## src/rtl/sorted_posting_semi_join_assert.svh

```systemverilog
// ---------------------------------------------------------------------------
// Assertion macros for the sorted posting semi-join
// Two checking forms, same cycle and next cycle, compiled away under SYNTH.
// ---------------------------------------------------------------------------
`ifndef SORTED_POSTING_SEMI_JOIN_ASSERT_SVH
`define SORTED_POSTING_SEMI_JOIN_ASSERT_SVH

`ifndef SYNTH
// The consequent must hold in the same cycle as the antecedent.
`define SPSJ_ASSERT_NOW(lbl, clk_s, rstn_s, ante, cons) \
  lbl: assert property (@(posedge clk_s) disable iff (!rstn_s) (ante) |-> (cons)) \
    else $error("spsj assertion failed");
// The consequent must hold in the cycle after the antecedent.
`define SPSJ_ASSERT_NXT(lbl, clk_s, rstn_s, ante, cons) \
  lbl: assert property (@(posedge clk_s) disable iff (!rstn_s) (ante) |=> (cons)) \
    else $error("spsj assertion failed");
`else
`define SPSJ_ASSERT_NOW(lbl, clk_s, rstn_s, ante, cons)
`define SPSJ_ASSERT_NXT(lbl, clk_s, rstn_s, ante, cons)
`endif

`endif

```

## src/rtl/spsj_pkg.sv

```systemverilog
// ---------------------------------------------------------------------------
// spsj_pkg
// Types and constants shared by the sorted posting semi-join modules.
// ---------------------------------------------------------------------------
package spsj_pkg;

  localparam int MATCH_DEPTH = 4096;
  localparam int ADDR_W      = (MATCH_DEPTH > 1) ? $clog2(MATCH_DEPTH) : 1;
  localparam int CNT_W       = $clog2(MATCH_DEPTH + 1);
  localparam logic [CNT_W-1:0] DEPTH_CNT = CNT_W'(MATCH_DEPTH);

  // Decoupling queue between front and back.
  localparam int QDEPTH = 2;
  localparam int QAW    = $clog2(QDEPTH);
  localparam int QCW    = $clog2(QDEPTH + 1);

  // Item kinds.
  localparam logic KIND_LOAD = 1'b0;
  localparam logic KIND_POST = 1'b1;

  typedef struct packed {
    logic        kind;
    logic [31:0] context_id;
    logic [31:0] entity_id;
    logic [15:0] score;
    logic        last;
  } in_item_t;

  typedef struct packed {
    logic [31:0] out_context;
    logic [31:0] out_entity;
    logic [15:0] out_score;
  } out_item_t;

  // Queue head as seen by the back end.
  typedef struct packed {
    logic     valid;
    logic     is_post;
    in_item_t item;
  } front_req_t;

  typedef enum logic {
    ST_IDLE,
    ST_CMP
  } back_st_t;

endpackage

```

## src/rtl/spsj_front.sv

```systemverilog
// ---------------------------------------------------------------------------
// spsj_front
// Accepts input beats into a short queue and classifies the head item.
// ---------------------------------------------------------------------------
module spsj_front (
  input  logic                clk,
  input  logic                rst_n,
  input  logic                start,
  output logic                busy,
  input  spsj_pkg::in_item_t  in_item,
  input  logic                pop,
  output spsj_pkg::front_req_t req
);

  import spsj_pkg::*;

  `include "sorted_posting_semi_join_assert.svh"

  in_item_t       q_r [QDEPTH];
  logic [QAW-1:0] wp_r, wp_nxt;
  logic [QAW-1:0] hp_r, hp_nxt;
  logic [QCW-1:0] cnt_r, cnt_nxt;
  logic           push;
  logic           do_pop;

  assign busy   = (cnt_r == QCW'(QDEPTH));
  assign push   = start && !busy;
  assign do_pop = pop && (cnt_r != '0);

  always_comb begin
    wp_nxt  = push   ? wp_r + 1'b1 : wp_r;
    hp_nxt  = do_pop ? hp_r + 1'b1 : hp_r;
    cnt_nxt = cnt_r;
    if (push && !do_pop) begin
      cnt_nxt = cnt_r + 1'b1;
    end else if (do_pop && !push) begin
      cnt_nxt = cnt_r - 1'b1;
    end
  end

  always_ff @(posedge clk) begin
    if (!rst_n) begin
      wp_r  <= '0;
      hp_r  <= '0;
      cnt_r <= '0;
    end else begin
      wp_r  <= wp_nxt;
      hp_r  <= hp_nxt;
      cnt_r <= cnt_nxt;
    end
  end

  always_ff @(posedge clk) begin
    if (push) begin
      q_r[wp_r] <= in_item;
    end
  end

  always_comb begin
    req.valid   = (cnt_r != '0);
    req.item    = q_r[hp_r];
    req.is_post = (q_r[hp_r].kind == KIND_POST);
  end

  `SPSJ_ASSERT_NOW(a_cnt_bound, clk, rst_n, 1'b1, cnt_r <= QCW'(QDEPTH))
  `SPSJ_ASSERT_NXT(a_cnt_grow, clk, rst_n, push && !do_pop, cnt_r == $past(cnt_r) + 1'b1)
  `SPSJ_ASSERT_NXT(a_cnt_fall, clk, rst_n, do_pop && !push, cnt_r == $past(cnt_r) - 1'b1)

endmodule

```

## config.mk

```make
export PLATFORM = sky130hd
export DESIGN_NAME = spsj_front
export DESIGN_NICKNAME = d
export VERILOG_FILES = /design/src/rtl/spsj_pkg.sv /design/src/rtl/spsj_front.sv
export VERILOG_INCLUDE_DIRS = /design/src /design/src/rtl
export SDC_FILE = /design/constraint.sdc
export NUM_CORES = 1
export LEC_CHECK = 0
export ABC_CLOCK_PERIOD_IN_PS = 5700
export BUFFER_PORTS_ARGS = -buffer_cell sky130_fd_sc_hd__buf_2
export CAP_MARGIN = 5
export CORE_UTILIZATION = 52
export CTS_BUF_LIST = sky130_fd_sc_hd__clkbuf_16
export DETAILED_ROUTE_END_ITERATION = 7
export PLACE_DENSITY = 0.91
export SYNTH_ARGS = -nofsm -noshare
export SYNTH_HDL_FRONTEND = slang
export SYNTH_SLANG_ARGS = --single-unit
```

## constraint.sdc

```tcl
create_clock -name clk -period 5.7 [get_ports clk]
set_input_delay 0.285 -clock clk [delete_from_list [all_inputs] [get_ports clk]]
set_output_delay 0.285 -clock clk [all_outputs]
set_load 0.005 [all_outputs]
```

== After elaboration in Yosys (flattened, before gate mapping) ==
Memory sizes are Yosys's and may differ from the RTL's. A register that Yosys moved wholly into a read port is not among the register bits.
Index checks and enable logic that the tools add are counted.
Word-level totals
  logic and storage cells: 24
  input port bits: 86
  RAM bits: 164
  output and inout port bits: 85
  register bits: 4
  memories: 1
Operators by class
  equal/unequal tests: 1
  multiplexer cells: 6
  reductions and logical operators: 9
  $add $sub $neg: 4
Memory list
  q_r: depth 2, width 82, rd ports 1, clocked after Yosys merged registers in 1, write ports 1, RTL line spsj_front.sv:19  | in_item_t q_r [QDEPTH];
Operators with widths (number)
  $logic_and A1 B1 Y1: 4
  $mux W1: 4
  $mux W2: 2
  $reduce_bool A2 Y1: 2
  $logic_not A1 Y1: 3
  $add A1 B1 Y1 const B: 2
  $add A2 B1 Y2 const B: 1
  $eq A2 B2 Y1 const B: 1
  $sub A2 B1 Y2 const B: 1

== Longest topological paths before layout ==
  depth in word-level cells: 7
  gate-level depth with buffers: 7
  mapped depth without buffers: 7

== Worst setup path before layout ==
Ideal clock, no wire load.
  kind: flip-flop to flip-flop
  start: register cnt_r[0]
  end: memory q_r[0][0] (netlist name), enable pin
  path slack: 1445 ps
  cell stages (with the launch flop): 4
  arrival: 3746 ps
  cells stage by stage: dfxtp_1 -> nand2b_1 -> inv_2 -> nor3_2
Between the ends
  cells in the longest elaborated chain, start to end: 5
Ends and longest elaborated chain
  start, declared: RTL line spsj_front.sv:22  | logic [QCW-1:0] cnt_r, cnt_nxt;
  start signal, assigned: RTL line spsj_front.sv:49  | cnt_r <= cnt_nxt;
  $eq A2 B2 Y1: RTL line spsj_front.sv:26  | assign busy = (cnt_r == QCW'(QDEPTH));
  net busy: RTL line spsj_front.sv:9  | output logic busy,
  $logic_not A1 Y1: RTL line spsj_front.sv:27  | assign push = start && !busy;
  $logic_and A1 B1 Y1: RTL line spsj_front.sv:27
  $mux W1: RTL line spsj_front.sv:54  | if (push) begin
  $mux W1 (not written as such): RTL line spsj_front.sv:55  | q_r[wp_r] <= in_item;
  end, declared: RTL line spsj_front.sv:19
The timed path passes the listed nets, and every way through them passes these cells.

==> metrics.md <==
| Metric | Value |
|---|---|
| Status | completed |
| Die X | 111 um |
| Total power | roughly 3400 uW |
| Die Area | 12300 um^2 |
| Global route overflow | 0 |
| Avg Cell Area, Syn | 21.9 um^2 |
| Estimated wirelength of the detail-placed design | 6610 um |
| Tcrit/Tclk final | 41.2% |
| EDFF count, synth | 164 |
| Worst Path Arrival | around 2100 ps |
| P per Cell Area | 444 nW/um^2 |
| Post-synth cell types | 22 |
| Setup_tns | 0 ps |
| Startpoint Class | flop |
| Largest net degree at the start of global routing | 83 |
| Fraction of layout cells with a size suffix above 1 | between 60% and 70% |
| Crit path required time | 5410 ps |
| Final hold slack | 55.7 ps |
| Post-Syn Instances | 281 |
| Hold Path Stages | 1 |
| Initial antenna violation count | 0 |
| Sink of the worst hold path | q_r[0][50] |
| Worst Skew | approximately 6.7 ps |
| Synth warn | 0 |
| Worst-Skew Late Latency | ~410 ps |
| Worst hold path type | in -> reg |
| Register-to-Register Path Depth | 2 |
| Static leakage | about 0.0029 uW |
| Post-synthesis sequential area ratio | 81.6% |
| Via/cell ratio | ~5.1 |
| # clock sinks | approximately 170 |
| Worst r2r dst | q_r[1][33] |
| Number of global-route vias before repair | 3235 |
| Area Growth Syn to Fin | 25.2% |
| CTS root buf | clkbuf_16 |
| Main flop type after synthesis | edfxtp_1 |
| Post-CTS sizing | 0 |
| Crit path time final | around 2300 ps |
| Maximum capacitance violations | 0 |
| Mapped Area | 6160 um^2 |
| Std-Cell Rows | 39 |
| Critical path class | reg -> out |
| Yosys top cell area share | 80.0% |
| Vias | 3146 |
| Post-CTS Setup Bufs | 0 |
| Chip height | between 100 and 150 um |
| Setup violators final | 0 |
| Least-Margin Pin Slew | 1110 ps |
| Max Fclk | 0.426 GHz |
| Initial Util | 53.7% |
| Routed Antenna Nets | 0 |
| Clock-pin slew on the worst setup and hold paths | around 60 ps |
| Area contributors post-synth | edfxtp_1 (80%), mux2_2 (15%), dfxtp_1 (1.6%) |
| Final core occ | 67.2% |
| Antenna cells | 0 |
| Area post-placement | 7140 um^2 |
| R2R setup slack | 3730 ps |
| Commonest cells post-synth | edfxtp_1 (164), mux2_2 (82), buf_4 (9) |
| Leading area contributor after synthesis | edfxtp_1 |
| Boundary pin count | 171 |
| Min-delay src | in_item[50] |
| Crit Path Max Fanout | just over 80 |
| Hold Fails Final Rpt | 0 |
| Net Count, Synth | roughly 370 |
| CTS tree | done |
| First-pass GRT wire length | 15800 um |
| Post-synth ARST share | 0% |
| Hold-fix buffers at CTS | 0 |
| Worst IR Drop VDD | 444 uV |
| Wirelength per Cell | around 17 um |
| CORE AREA | 11500 um^2 |
| Drt drc | 0 |
| Slew margin rel. | 25.8% |
| Crit end category | output port |
| Final GP Congestion | 0.704 |
| Tot GR Track Use | 17.2% |
| Setup repair after global routing missed its margin | false |
| Port buffer count | between 150 and 200 |
| Clk buf depth | 2 |
| Num CTS Buffers | 17 |
| Count of pins over their slew limit | 0 |
| Most frequent cell after synthesis | edfxtp_1 |
| Drt first pass iters | 4 |
| Initial DRC count | around 140 |
| Final net count | 549 |
| R2R Path Start | cnt_r[0] |
| H-tree Lvls | 4 |
| Post-synthesis register bit count | 169 |
| Final instance area | 7710 um^2 |
| DRT Wirelength | a little over 10000 um |
## power breakdown
part / internal, uW / switching [uW]
sequential: 1560 / 119
combinational: 378 / 285
clock: 637 / 437
## routing by layer
layer	GRT usage (%)	vias to the layer above	wire length, um
met3	6.12	25	697
met4	8.53	0	276
li1	-	1471	-
met1	19.3	1527	4010
met2	29.1	123	5340
met5	0	-	0
## worst max-delay path by stage
stage	cells past startpoint	end
after global placement	2	q_r[1][62]
after global routing	2	req[23]
after CTS	2	req[69]
after detailed placement	2	q_r[1][40]
final	2	req[69]
after floorplan	3	q_r[0][0]
## stage by stage
| stage | instances | setup WS, ps |
|---|---|---|
| CTS | 618 | 3330 |
| global route | 618 | 3210 |
| finish | 618 | 3350 |
| global placement | 586 | 3780 |
| detailed placement | 586 | 3740 |
| floorplan | 281 | 1440 |
## worst max-delay path: stages, from the launching register on
cell     delay, ps
dfxtp_4       1040
mux2_2         430
buf_2          130
## cell type report
class                      count  area [um^2]
inverter                       2         7.51
tap                          143          179
sequential                   169         5030
clock buffer                  17          425
timing repair buffer         172          866
fill                         764         3760
clock inverter                15          139
multi-input combinational    100         1060
## sequential cells by signal, indices dropped and copies added (netlist names), named ones only
| name | cells |
|---|---|
| hp_r | 1 |
| q_r | 164 |
| wp_r | 1 |
| cnt_r | 2 |
## cell usage in the layout, fill, tap and decap left out, drive strengths merged
cell type and count:
o21ai 2, and3 1, mux2 82, nand2b 1, dfxtp 5, and2 3, clkbuf 17, bufinv 2
o21a 1, edfxtp 164, nor3 1, xnor2 2, inv 5, xor2 1, nor2 1, a21boi 2
clkinvlp 3, or2 1, or3 1, ha 1, buf 172, clkinv 7
## kinds of logic (layout without fill, tap and decap cells)
kind of cell	Yosys count	in the layout	share of synthesized area, %
multiplexers	82	82	15.0
AND/OR/NAND/NOR	9	9	0.935
flip-flops	169	169	81.6
AO/OA/AOI/OAI	5	5	0.528
buffers and inverters	12	206	1.30
adder cells (fa/ha/maj)	1	1	0.203
XOR/XNOR	3	3	0.427
No activity file was read; power rests on OpenSTA's default activity.
